[src/sha_pkg.sv]
`default_nettype none
package sha_pkg;

    typedef struct packed {
        logic [7:0] byte_value;
        logic       has_byte;
        logic       end_of_message;
    } sha_in_t;

    typedef struct packed {
        logic [31:0] digest_word;
        logic [2:0]  word_index;
        logic        last_word;
    } sha_out_t;

    // Command from front to back
    typedef enum logic [1:0] {
        CMD_BYTE = 2'd0,
        CMD_END  = 2'd1,
        CMD_BOTH = 2'd2
    } sha_cmd_e;

    typedef struct packed {
        sha_cmd_e   cmd;
        logic [7:0] data;
    } sha_cmd_t;

    localparam int CmdDepth = 4;
    localparam int CmdAw    = 2;

    typedef logic [31:0] word_t;

    localparam word_t RoundK [64] = '{
        32'h428a2f98, 32'h71374491, 32'hb5c0fbcf, 32'he9b5dba5,
        32'h3956c25b, 32'h59f111f1, 32'h923f82a4, 32'hab1c5ed5,
        32'hd807aa98, 32'h12835b01, 32'h243185be, 32'h550c7dc3,
        32'h72be5d74, 32'h80deb1fe, 32'h9bdc06a7, 32'hc19bf174,
        32'he49b69c1, 32'hefbe4786, 32'h0fc19dc6, 32'h240ca1cc,
        32'h2de92c6f, 32'h4a7484aa, 32'h5cb0a9dc, 32'h76f988da,
        32'h983e5152, 32'ha831c66d, 32'hb00327c8, 32'hbf597fc7,
        32'hc6e00bf3, 32'hd5a79147, 32'h06ca6351, 32'h14292967,
        32'h27b70a85, 32'h2e1b2138, 32'h4d2c6dfc, 32'h53380d13,
        32'h650a7354, 32'h766a0abb, 32'h81c2c92e, 32'h92722c85,
        32'ha2bfe8a1, 32'ha81a664b, 32'hc24b8b70, 32'hc76c51a3,
        32'hd192e819, 32'hd6990624, 32'hf40e3585, 32'h106aa070,
        32'h19a4c116, 32'h1e376c08, 32'h2748774c, 32'h34b0bcb5,
        32'h391c0cb3, 32'h4ed8aa4a, 32'h5b9cca4f, 32'h682e6ff3,
        32'h748f82ee, 32'h78a5636f, 32'h84c87814, 32'h8cc70208,
        32'h90befffa, 32'ha4506ceb, 32'hbef9a3f7, 32'hc67178f2
    };

    localparam word_t InitHash [8] = '{
        32'h6a09e667, 32'hbb67ae85, 32'h3c6ef372, 32'ha54ff53a,
        32'h510e527f, 32'h9b05688c, 32'h1f83d9ab, 32'h5be0cd19
    };

    localparam logic [7:0] PadByte = 8'h80;
    localparam int LenStart = 56;

    function automatic word_t rotr(input word_t x, input int n);
        rotr = (x >> n) | (x << (32 - n));
    endfunction

endpackage
`default_nettype wire

[src/sha256_stream_hasher.sv]
`default_nettype none
// Channel   Handshake       Payload
// in        push / full     sha_in_t  {byte_value, has_byte, end_of_message}
// out       pop / empty     sha_out_t {digest_word, word_index, last_word}
//
// A byte item is taken while the engine is idle; every 64th byte adds a
// compression (load, 64 rounds at one per cycle, add).
// An end item pads one byte per cycle, compresses once or twice and emits
// eight words, one per cycle while the output register drains.
// Reset loads the initial hash and clears counts; no clearing pass.
// A four-entry command queue lets input keep arriving while the engine works.
module sha256_stream_hasher
    import sha_pkg::*;
(
    input  wire logic    clk,
    input  wire logic    rst_n,
    input  wire sha_in_t in_item,
    input  wire logic    push,
    output logic         full,
    output sha_out_t     out_item,
    output logic         empty,
    input  wire logic    pop
);

    sha_cmd_t cmd;
    logic     cmd_valid, cmd_take;

    sha_front u_front (
        .clk       (clk),
        .rst_n     (rst_n),
        .in_item   (in_item),
        .push      (push),
        .full      (full),
        .cmd       (cmd),
        .cmd_valid (cmd_valid),
        .cmd_take  (cmd_take)
    );

    sha_back u_back (
        .clk       (clk),
        .rst_n     (rst_n),
        .cmd       (cmd),
        .cmd_valid (cmd_valid),
        .cmd_take  (cmd_take),
        .result    (out_item),
        .empty     (empty),
        .pop       (pop)
    );

endmodule
`default_nettype wire

[src/sha_front.sv]
`default_nettype none
// Classify input items and queue commands for the engine.
module sha_front
    import sha_pkg::*;
(
    input  wire logic     clk,
    input  wire logic     rst_n,
    input  wire sha_in_t  in_item,
    input  wire logic     push,
    output logic          full,
    output sha_cmd_t      cmd,
    output logic          cmd_valid,
    input  wire logic     cmd_take
);

    sha_cmd_t            q_reg [CmdDepth];
    logic [CmdAw-1:0]    wr_reg, wr_next, rd_reg, rd_next;
    logic [CmdAw:0]      cnt_reg, cnt_next;
    logic                do_push, do_pop, useful;
    sha_cmd_t            new_cmd;

    // Map item to command; drop items with neither byte nor end
    always_comb
    begin
        useful       = in_item.has_byte | in_item.end_of_message;
        new_cmd.data = in_item.byte_value;
        if (in_item.has_byte && in_item.end_of_message)
        begin
            new_cmd.cmd = CMD_BOTH;
        end
        else if (in_item.has_byte)
        begin
            new_cmd.cmd = CMD_BYTE;
        end
        else
        begin
            new_cmd.cmd = CMD_END;
        end
    end

    assign full      = (cnt_reg == (CmdAw+1)'(CmdDepth));
    assign cmd_valid = (cnt_reg != '0);
    assign cmd       = q_reg[rd_reg];
    assign do_push   = push && !full && useful;
    assign do_pop    = cmd_take && cmd_valid;

    // Advance pointers
    always_comb
    begin
        wr_next  = do_push ? wr_reg + 1'b1 : wr_reg;
        rd_next  = do_pop ? rd_reg + 1'b1 : rd_reg;
        cnt_next = cnt_reg + (CmdAw+1)'(do_push) - (CmdAw+1)'(do_pop);
    end

    always_ff @(posedge clk or negedge rst_n)
    begin
        if (!rst_n)
        begin
            wr_reg  <= '0;
            rd_reg  <= '0;
            cnt_reg <= '0;
        end
        else
        begin
            wr_reg  <= wr_next;
            rd_reg  <= rd_next;
            cnt_reg <= cnt_next;
        end
    end

    // Hold queue payload
    always_ff @(posedge clk)
    begin
        if (do_push)
        begin
            q_reg[wr_reg] <= new_cmd;
        end
    end

`ifndef SYNTH
    a_no_overflow: assert property (@(posedge clk) disable iff (!rst_n)
        full |=> cnt_reg == (CmdAw+1)'(CmdDepth) || $past(do_pop))
        else $error("queue count changed while full without pop");
    a_cnt_range: assert property (@(posedge clk) disable iff (!rst_n)
        cnt_reg <= (CmdAw+1)'(CmdDepth))
        else $error("queue count out of range");
    a_ptr_gap: assert property (@(posedge clk) disable iff (!rst_n)
        cnt_reg == '0 |-> wr_reg == rd_reg)
        else $error("empty queue with pointer gap");
`endif

endmodule
`default_nettype wire

[src/sha_back.sv]
`default_nettype none
// Buffer bytes, pad, compress and emit digest words.
module sha_back
    import sha_pkg::*;
(
    input  wire logic     clk,
    input  wire logic     rst_n,
    input  wire sha_cmd_t cmd,
    input  wire logic     cmd_valid,
    output logic          cmd_take,
    output sha_out_t      result,
    output logic          empty,
    input  wire logic     pop
);

    typedef enum logic [5:0] {
        S_IDLE  = 6'b000001,
        S_PAD   = 6'b000010,
        S_LOAD  = 6'b000100,
        S_ROUND = 6'b001000,
        S_ADD   = 6'b010000,
        S_EMIT  = 6'b100000
    } state_t;

    state_t        state_reg, state_next;
    word_t         hash_reg [8];
    word_t         blk_reg  [16];   // block buffer as 16 words, doubles as schedule
    word_t         v_reg    [8];
    logic [6:0]    fill_reg;
    logic [60:0]   bytes_reg;
    logic [5:0]    round_reg;
    logic          final_reg;       // end of message seen; this block or the next one ends it
    logic          padded_reg;      // 0x80 already placed
    logic [2:0]    idx_reg;
    logic          out_valid_reg;
    word_t         out_word_reg;
    logic [2:0]    out_idx_reg;
    logic          len_ok_reg;
    logic          len_ok;

    logic [63:0]   bits;
    word_t         w, w15, w2, s0w, s1w, t1, t2, s1, s0, ch, mj;
    logic          byte_in, end_in, slot_free;

    assign bits     = {bytes_reg, 3'b000};
    assign byte_in  = (cmd.cmd == CMD_BYTE) || (cmd.cmd == CMD_BOTH);
    assign end_in   = (cmd.cmd == CMD_END) || (cmd.cmd == CMD_BOTH);
    assign cmd_take = (state_reg == S_IDLE) && cmd_valid;
    assign slot_free = !out_valid_reg || pop;

    assign empty              = !out_valid_reg;
    assign result.digest_word = out_word_reg;
    assign result.word_index  = out_idx_reg;
    assign result.last_word   = (out_idx_reg == 3'd7);

    // Round datapath; window shifts so word i always sits at index 0
    always_comb
    begin
        w15 = blk_reg[1];
        w2  = blk_reg[14];
        s0w = rotr(w15, 7) ^ rotr(w15, 18) ^ (w15 >> 3);
        s1w = rotr(w2, 17) ^ rotr(w2, 19) ^ (w2 >> 10);
        w   = blk_reg[0];
        s1  = rotr(v_reg[4], 6) ^ rotr(v_reg[4], 11) ^ rotr(v_reg[4], 25);
        ch  = (v_reg[4] & v_reg[5]) ^ (~v_reg[4] & v_reg[6]);
        t1  = v_reg[7] + s1 + ch + RoundK[round_reg] + w;
        s0  = rotr(v_reg[0], 2) ^ rotr(v_reg[0], 13) ^ rotr(v_reg[0], 22);
        mj  = (v_reg[0] & v_reg[1]) ^ (v_reg[0] & v_reg[2]) ^ (v_reg[1] & v_reg[2]);
        t2  = s0 + mj;
    end

    always_comb
    begin
        state_next = state_reg;
        case (state_reg)
            S_IDLE:
            begin
                if (cmd_valid)
                begin
                    if (byte_in && fill_reg == 7'd63)
                    begin
                        state_next = S_LOAD;
                    end
                    else if (end_in)
                    begin
                        state_next = S_PAD;
                    end
                end
            end
            S_PAD:
            begin
                if (fill_reg == 7'd64)
                begin
                    state_next = S_LOAD;
                end
            end
            S_LOAD:  state_next = S_ROUND;
            S_ROUND:
            begin
                if (round_reg == 6'd63)
                begin
                    state_next = S_ADD;
                end
            end
            S_ADD:
            begin
                // Emit once the block that carried the length is done
                if (final_reg && padded_reg && len_ok)
                begin
                    state_next = S_EMIT;
                end
                else if (final_reg)
                begin
                    state_next = S_PAD;
                end
                else
                begin
                    state_next = S_IDLE;
                end
            end
            S_EMIT:
            begin
                if (slot_free && idx_reg == 3'd7)
                begin
                    state_next = S_IDLE;
                end
            end
            default: state_next = S_IDLE;
        endcase
    end

    always_ff @(posedge clk or negedge rst_n)
    begin
        if (!rst_n)
        begin
            state_reg     <= S_IDLE;
            fill_reg      <= '0;
            bytes_reg     <= '0;
            round_reg     <= '0;
            final_reg     <= 1'b0;
            padded_reg    <= 1'b0;
            idx_reg       <= '0;
            out_valid_reg <= 1'b0;
            for (int i = 0; i < 8; i++)
            begin
                hash_reg[i] <= InitHash[i];
            end
        end
        else
        begin
            state_reg <= state_next;
            // Load the output register on a new word, clear it on a transfer
            if (state_reg == S_EMIT && slot_free)
            begin
                out_valid_reg <= 1'b1;
            end
            else if (pop && out_valid_reg)
            begin
                out_valid_reg <= 1'b0;
            end
            case (state_reg)
                S_IDLE:
                begin
                    if (cmd_valid)
                    begin
                        if (byte_in)
                        begin
                            fill_reg  <= fill_reg + 7'd1;
                            bytes_reg <= bytes_reg + 61'd1;
                        end
                        final_reg  <= end_in;
                        padded_reg <= 1'b0;
                    end
                end
                S_PAD:
                begin
                    // One byte per cycle: marker, zeros, then length
                    if (fill_reg != 7'd64)
                    begin
                        fill_reg <= fill_reg + 7'd1;
                        if (!padded_reg)
                        begin
                            padded_reg <= 1'b1;
                        end
                    end
                end
                S_LOAD:
                begin
                    round_reg <= '0;
                    fill_reg  <= '0;
                end
                S_ROUND:
                begin
                    round_reg <= round_reg + 6'd1;
                end
                S_ADD:
                begin
                    for (int i = 0; i < 8; i++)
                    begin
                        hash_reg[i] <= hash_reg[i] + v_reg[i];
                    end
                    idx_reg <= '0;
                end
                S_EMIT:
                begin
                    if (slot_free)
                    begin
                        idx_reg <= idx_reg + 3'd1;
                        if (idx_reg == 3'd7)
                        begin
                            for (int i = 0; i < 8; i++)
                            begin
                                hash_reg[i] <= InitHash[i];
                            end
                            bytes_reg  <= '0;
                            final_reg  <= 1'b0;
                            padded_reg <= 1'b0;
                        end
                    end
                end
                default: ;
            endcase
        end
    end

    // Payload: buffer writes, working variables, output word
    always_ff @(posedge clk)
    begin
        case (state_reg)
            S_IDLE:
            begin
                if (cmd_valid && byte_in)
                begin
                    blk_reg[fill_reg[5:2]][8*(3-fill_reg[1:0]) +: 8] <= cmd.data;
                end
            end
            S_PAD:
            begin
                if (fill_reg != 7'd64)
                begin
                    if (!padded_reg)
                    begin
                        blk_reg[fill_reg[5:2]][8*(3-fill_reg[1:0]) +: 8] <= PadByte;
                    end
                    else if (fill_reg >= 7'(LenStart))
                    begin
                        // Length bytes only fit in the block that ends the message
                        blk_reg[fill_reg[5:2]][8*(3-fill_reg[1:0]) +: 8] <=
                            len_ok ? bits[8*(63-fill_reg[5:0]) +: 8] : 8'h00;
                    end
                    else
                    begin
                        blk_reg[fill_reg[5:2]][8*(3-fill_reg[1:0]) +: 8] <= 8'h00;
                    end
                end
            end
            S_LOAD:
            begin
                for (int i = 0; i < 8; i++)
                begin
                    v_reg[i] <= hash_reg[i];
                end
            end
            S_ROUND:
            begin
                for (int i = 0; i < 15; i++)
                begin
                    blk_reg[i] <= blk_reg[i+1];
                end
                blk_reg[15] <= blk_reg[0] + s0w + blk_reg[9] + s1w;
                v_reg[7] <= v_reg[6];
                v_reg[6] <= v_reg[5];
                v_reg[5] <= v_reg[4];
                v_reg[4] <= v_reg[3] + t1;
                v_reg[3] <= v_reg[2];
                v_reg[2] <= v_reg[1];
                v_reg[1] <= v_reg[0];
                v_reg[0] <= t1 + t2;
            end
            S_EMIT:
            begin
                if (slot_free)
                begin
                    out_word_reg <= hash_reg[idx_reg];
                    out_idx_reg  <= idx_reg;
                end
            end
            default: ;
        endcase
    end

    // Length goes in this block only if the marker landed at or before byte 55, else in the next block
    assign len_ok = len_ok_reg;

    always_ff @(posedge clk or negedge rst_n)
    begin
        if (!rst_n)
        begin
            len_ok_reg <= 1'b0;
        end
        else if (state_reg == S_PAD && !padded_reg)
        begin
            len_ok_reg <= (fill_reg < 7'(LenStart));
        end
        else if (state_reg == S_ADD)
        begin
            len_ok_reg <= 1'b1;
        end
    end

`ifndef SYNTH
    a_take_idle: assert property (@(posedge clk) disable iff (!rst_n)
        cmd_take |-> state_reg == S_IDLE)
        else $error("command taken while busy");
    a_round_len: assert property (@(posedge clk) disable iff (!rst_n)
        state_reg == S_ROUND && round_reg != 6'd63 |=> state_reg == S_ROUND)
        else $error("round loop left early");
    a_fill_bound: assert property (@(posedge clk) disable iff (!rst_n)
        fill_reg <= 7'd64)
        else $error("fill overran block");
`endif

endmodule
`default_nettype wire
[config.mk]
export PLATFORM = sky130hd
export DESIGN_NAME = sha256_stream_hasher
export DESIGN_NICKNAME = d
export VERILOG_FILES = /design/src/sha_pkg.sv /design/src/sha256_stream_hasher.sv /design/src/sha_front.sv /design/src/sha_back.sv
export SDC_FILE = /design/constraint.sdc
export NUM_CORES = 2
export LEC_CHECK = 0
export ABC_AREA = 1
export BUFFER_PORTS_ARGS = -buffer_cell sky130_fd_sc_hd__buf_2
export CAP_MARGIN = 40
export CORE_ASPECT_RATIO = 2
export CORE_MARGIN = 2
export CORE_UTILIZATION = 35
export DETAILED_ROUTE_END_ITERATION = 10
export HOLD_SLACK_MARGIN = 0.03
export PLACE_DENSITY = 0.52
export SYNTH_ARGS = -nofsm -noshare
export SYNTH_HDL_FRONTEND = slang
export SYNTH_SLANG_ARGS = --single-unit
[constraint.sdc]
create_clock -name clk -period 9.3 [get_ports clk]
set_clock_uncertainty 0.05 [all_clocks]
set_input_delay 2.79 -clock clk [delete_from_list [all_inputs] [get_ports clk]]
set_output_delay 2.79 -clock clk [all_outputs]
set_load 0.01 [all_outputs]
# Word level (Yosys, flattened, before mapping)

Memories as Yosys holds them, arrays and structs flattened.
Cells that the tools add are included.

Memory bits (writable): 808
Register bits: 385
Memories kept: 4
ROM bits: 2048
Logic and storage cells: 433
Output and inout bits: 38

Memory list:

| memory          | words | width | rd ports | clocked after Yosys merged registers in | write ports | RTL line        | text |
|---|---|---|---|---|---|---|---|
| (no name shown) | 64    | 32    | 1        | 0                                       | 0           | sha_back.sv:66  | `t1 = v_reg[7] + s1 + ch + RoundK[round_reg] + w;` |
| u_back.blk_reg  | 16    | 32    | 16       | 0                                       | 16          | sha_back.sv:27  | `word_t blk_reg [16];` |
| u_back.v_reg    | 8     | 32    | 8        | 0                                       | 8           | sha_back.sv:28  | `word_t v_reg [8];` |
| u_front.q_reg   | 4     | 10    | 1        | 0                                       | 1           | sha_front.sv:16 | `sha_cmd_t q_reg [CmdDepth];` |

$lt $le $gt $ge: 4
Mux-type cells: 173
Bitwise operators: 134
Eq/ne operators: 24
Add/sub/neg operators: 29
Shifts and indexed selects: 6
Reductions and logical operators: 37

Operator list:

| cell                                                                          | number |
|---|---|
| 32-bit adder                                                                  | 18 |
| 32-bit two-way mux                                                            | 18 |
| 256-bit two-way mux                                                           | 2 |
| 256-bit one-hot mux with 2 select lines                                       | 1 |
| 32-bit bitwise XOR                                                            | 9 |
| 61-bit two-way mux                                                            | 4 |
| 32-bit bitwise AND                                                            | 5 |
| 1-bit two-way mux                                                             | 125 |
| 61-bit one-hot mux with 2 select lines                                        | 1 |
| 1-bit bitwise OR                                                              | 105 |
| 32-bit binary-select mux with 3-bit select                                    | 1 |
| 8-bit by 34-bit variable part select with 32-bit output                       | 2 |
| 8-bit by 34-bit variable part select with 32-bit output, first input constant | 2 |
| 64-bit by 33-bit variable part select with 8-bit output                       | 1 |
| 61-bit by 1-bit adder with 61-bit output, second input constant               | 1 |
| 6-bit two-way mux                                                             | 7 |
| 6-bit one-hot mux with 6 select lines                                         | 1 |
| 32-bit negation with 34-bit output                                            | 1 |
| 8-bit by 34-bit variable shift with 32-bit output, first input constant       | 1 |
| 32-bit inverter                                                               | 1 |
| 10-bit by 32-bit bitwise OR with 32-bit output                                | 1 |
| 13-bit by 32-bit bitwise OR with 32-bit output                                | 1 |
| 14-bit by 32-bit bitwise OR with 32-bit output                                | 1 |
| 15-bit by 32-bit bitwise OR with 32-bit output                                | 1 |
| other kinds (57)                                                              | 97 |

# Logic depth before layout (Yosys ltp)

An unclocked memory read counts as a cell.

Word-level depth: 11
Depth in mapped cells: 48
Depth with buffers taken out: 47

# Hierarchy

A second synthesis with hierarchy kept.

Cells, all modules: 10472
Area total of the unflattened synthesis: 83665.2 sq um

By module, submodules not included:

| module    | area each (sq um) | sequential area each (sq um) | instances | cells an instance |
|---|---|---|---|---|
| sha_back  | 81579.5           | 32867.8                      | 1         | 10293 |
| sha_front | 2085.8            | 1376.3                       | 1         | 179 |

# Worst setup path after synthesis

Ideal clock, no wire load.

Kind: reg-to-reg
From: reg u_back.state_reg[5]
To: reg u_back.round_reg[0]
Setup slack: 1.727 ns
Library setup time: 0.407 ns
Arrival time: 7.116 ns
Required time: 8.843 ns
Stages on the path, launching flop included: 9
Cell sequence: dfrtp_1 -> nor2_4 -> inv_1 -> nor4_2 -> inv_1 -> clkbuf_1 -> buf_2 -> nand2_1 -> o21ai_0

Word-level cells in the longest chain between the ends: 2
Elaborated cells on any way between the ends: 4
Those cells by class: eq/ne: 2; mux: 1; reduce/logical: 1

RTL lines:

| item                                                                                                             | RTL line        | text |
|---|---|---|
| from (decl)                                                                                                      | sha_back.sv:25  | `state_t state_reg, state_next;` |
| from (signal assigned)                                                                                           | sha_back.sv:151 | `state_reg <= state_next;` |
| 6-bit by 4-bit equality test with 1-bit output or 6-bit by 3-bit equality test with 1-bit output (tied branches) | sha_back.sv:161 | `case (state_reg)` |
| 6-bit one-hot mux with 2 select lines or 2-bit nonzero test (tied branches)                                      | --              |  |
| to (signal assigned)                                                                                             | sha_back.sv:194 | `round_reg <= round_reg + 6'd1;` |
| to (decl)                                                                                                        | sha_back.sv:31  | `logic [5:0] round_reg;` |

Parallel ways exist; a longest one is shown, timed or not.
A chain may end at the register's enable or synchronous reset.

==> results.cfg <==
[logic_synthesis]
synth_fp_nets = 10825
avgSynthCellArea_sq_um = 8.13
syn_inst = 10211
seq_area_frac_synth = 0.412
synthesis.area_sq_mm = 0.0831
synth_ff_type = edfxtp_1
synth_edf_count = 843
synth.distinct_cells = 79
synth.ff_latch_count = 1193
synth_async_sr_flop_share = 0.293
yosysWarnings = 0

[worst_setup_path]
critPathKind = register to register
worst_path_most_repeated_cell = nand2_1
worstSetupStartpoint = u_back.round_reg[0]
slowest_delay_ns = 0.58
required_ns = 9.78
endpoint_kind = register
critPathSlowestCell = xor2_1
reg2regPathDepth = 36
worstSetupStartpointType = register
arrival_ns = 9.29
crit_path_max_fanout = 9
r2r_start = u_back.round_reg[0]

[placed_design]
port_buffers = 51
gp_congestion = 0.991
dpl.cell_count = 13128
dp_hpwl_microns = 260000

[timing]
max_freq_mhz = 114
worstMarginPinSlew_ns = 1.09
rsz0062_at_grt = no
max_slew_margin = 0.276
min_period_ns = 8.81
drv_slew = 0
tns_ns = 0
setup_viol = 0
period_share = 0.947
final_hold_viol_count = 0

[floorplan]
die_y_microns = 693
core_area_sq_mm = 0.237
die_area_sq_mm = 0.241
die_w_microns = 348
io_pins = 52
start_util = 0.351
fp-row-count = 253

[clock_tree]
clk_pin_slew_ns = 0.07
cts_resized = 0
clk_path_buf_depth = 3
holdBufCountCts = 0
cts_sinks = 1193
cts_setup_buffers = 0
cts_root_buffer = clkbuf_16
cts_tree = yes
insertion_delay_ns = 0.83
htreeDepth = 3
numCtsBuffers = 121

[grt]
grt_pass1_vias = 69437
antenna_found_initial = 20
grt_pass1_wl_microns = 491000
grt-ovfl-total = 0
gr-usage-all-layers = 0.276
grt_max_degree = 184

[detailed_routing]
wl_microns = 340000
antenna_left = 0
vias = 73718
wl_per_cell_microns = 25.5
drt_iter0_drc = 8227
drc = 0
dr.pass1.iters = 6
viasPerCell = 5.52

[min_path]
hold_start = u_back.hash_reg[224]
hold_path.class = register to register
whs_path_depth = 2

[cells_and_area]
layout-drive-gt1-share = 0.0695
areaGrowthSynthToFinish_pct = 10.2
fill_cells = 24431
largest_reg_flops = 512
stdcell_count = 13361
final_nets = 10807

[outcome]
status = finished clean

[flow_run]
cap_violations = 0
-- Yosys cell counts (all sizes together) (32+ instances only) --
library cell	n	area, sq um
fa	196	3920
nor2	631	2490
buf	97	548
o211ai	32	240
o31ai	56	420
o21ai	1028	5240
ha	404	5050
a21oi	723	3670
inv	1222	4590
nand2	2749	10300
nor4	42	284
nor3	141	722
a21o	83	623
clkbuf	298	1120
o22ai	120	751
dfstp	137	3600
a31oi	69	432
nand4	77	527
nand3	326	1670
xor2	265	2320
o21bai	60	450
edfxtp	843	25300
xnor2	161	1410
dfrtp	213	5330
-- worst paths after layout --
path / end / slack [ns]
setup / recovery: u_back.v_reg[0][27] / 0.49
hold / removal: u_back.hash_reg[224] / 0.45
setup reg to reg: u_back.v_reg[0][27] / 0.49
hold reg to reg: u_back.hash_reg[224] / 0.45
max in group asynchronous: u_back.hash_reg[198] / 5.81
min in group asynchronous: u_back.fill_reg[2] / 1.97
-- final cells by class --
cell class	count	area, sq um	share of cell area
antenna	2	5.00	0.0000547
clock buffer	147	3220	0.0352
clock inverter	82	966	0.0106
inverter	1227	4630	0.0506
multi-input combinational	7396	42600	0.465
sequential	1193	34300	0.374
tap	3060	3830	0.0418
timing repair buffer	254	2050	0.0224
-- layer usage --
layer | track usage | up-vias | wire length, microns
met4 | 0.0978 | 6 | 13400
li1 | - | 34222 | -
met5 | 0 | - | 37
met2 | 0.422 | 2953 | 149000
met1 | 0.398 | 36075 | 152000
met3 | 0.0372 | 462 | 25600
-- worst max-delay path, delay by kind of cell (launching register included) --
| kind | cells | cell delay, ns |
|---|---|---|
| buffers and inverters | 6 | 0.67 |
| AND/OR/NAND/NOR | 14 | 2.14 |
| adder cells (fa/ha/maj) | 7 | 2.99 |
| flip-flops | 1 | 0.38 |
| AO/OA/AOI/OAI | 8 | 1.74 |
| XOR/XNOR | 1 | 0.58 |
-- cells in the final DEF (no fill, tap or decap), types with 138 or more instances in the layout --
master    instances
edfxtp_1        843
inv_1          1196
nor3_1          139
dfrtp_1         211
o21ai_0         996
nand2_1        2738
a21oi_1         717
xnor2_1         160
nor2_1          608
fa_1            196
ha_1            404
buf_4           138
nand3_1         319
xor2_1          265
-- logic make-up after synthesis --
group	count (synthesis)	synth area share
multiplexers	4	0.000482
flip-flops	1193	0.412
AND/OR/NAND/NOR	4011	0.197
XOR/XNOR	426	0.0449
AO/OA/AOI/OAI	2334	0.159
adder cells (fa/ha/maj)	621	0.111
buffers and inverters	1622	0.0756
-- metrics by stage --
| stage | util | setup WS [ns] | hold WS (ns) | cell area (sq um) |
|---|---|---|---|---|
| final | 0.387 | 0.492 | 0.452 | 91500 |
| after global routing | 0.387 | 0.0615 | 0.473 | 91500 |
| after CTS | 0.386 | 0.397 | 0.451 | 91500 |
| after detailed placement | 0.369 | 0.445 | 0.440 | 87300 |
| after global placement | 0.366 | 0.400 | 0.436 | 86600 |
| after floorplan | - | 1.73 | 0.399 | 83100 |
Power is not shown: default switching activity piles up to over one toggle a cycle in this logic, so the estimate is an artifact.
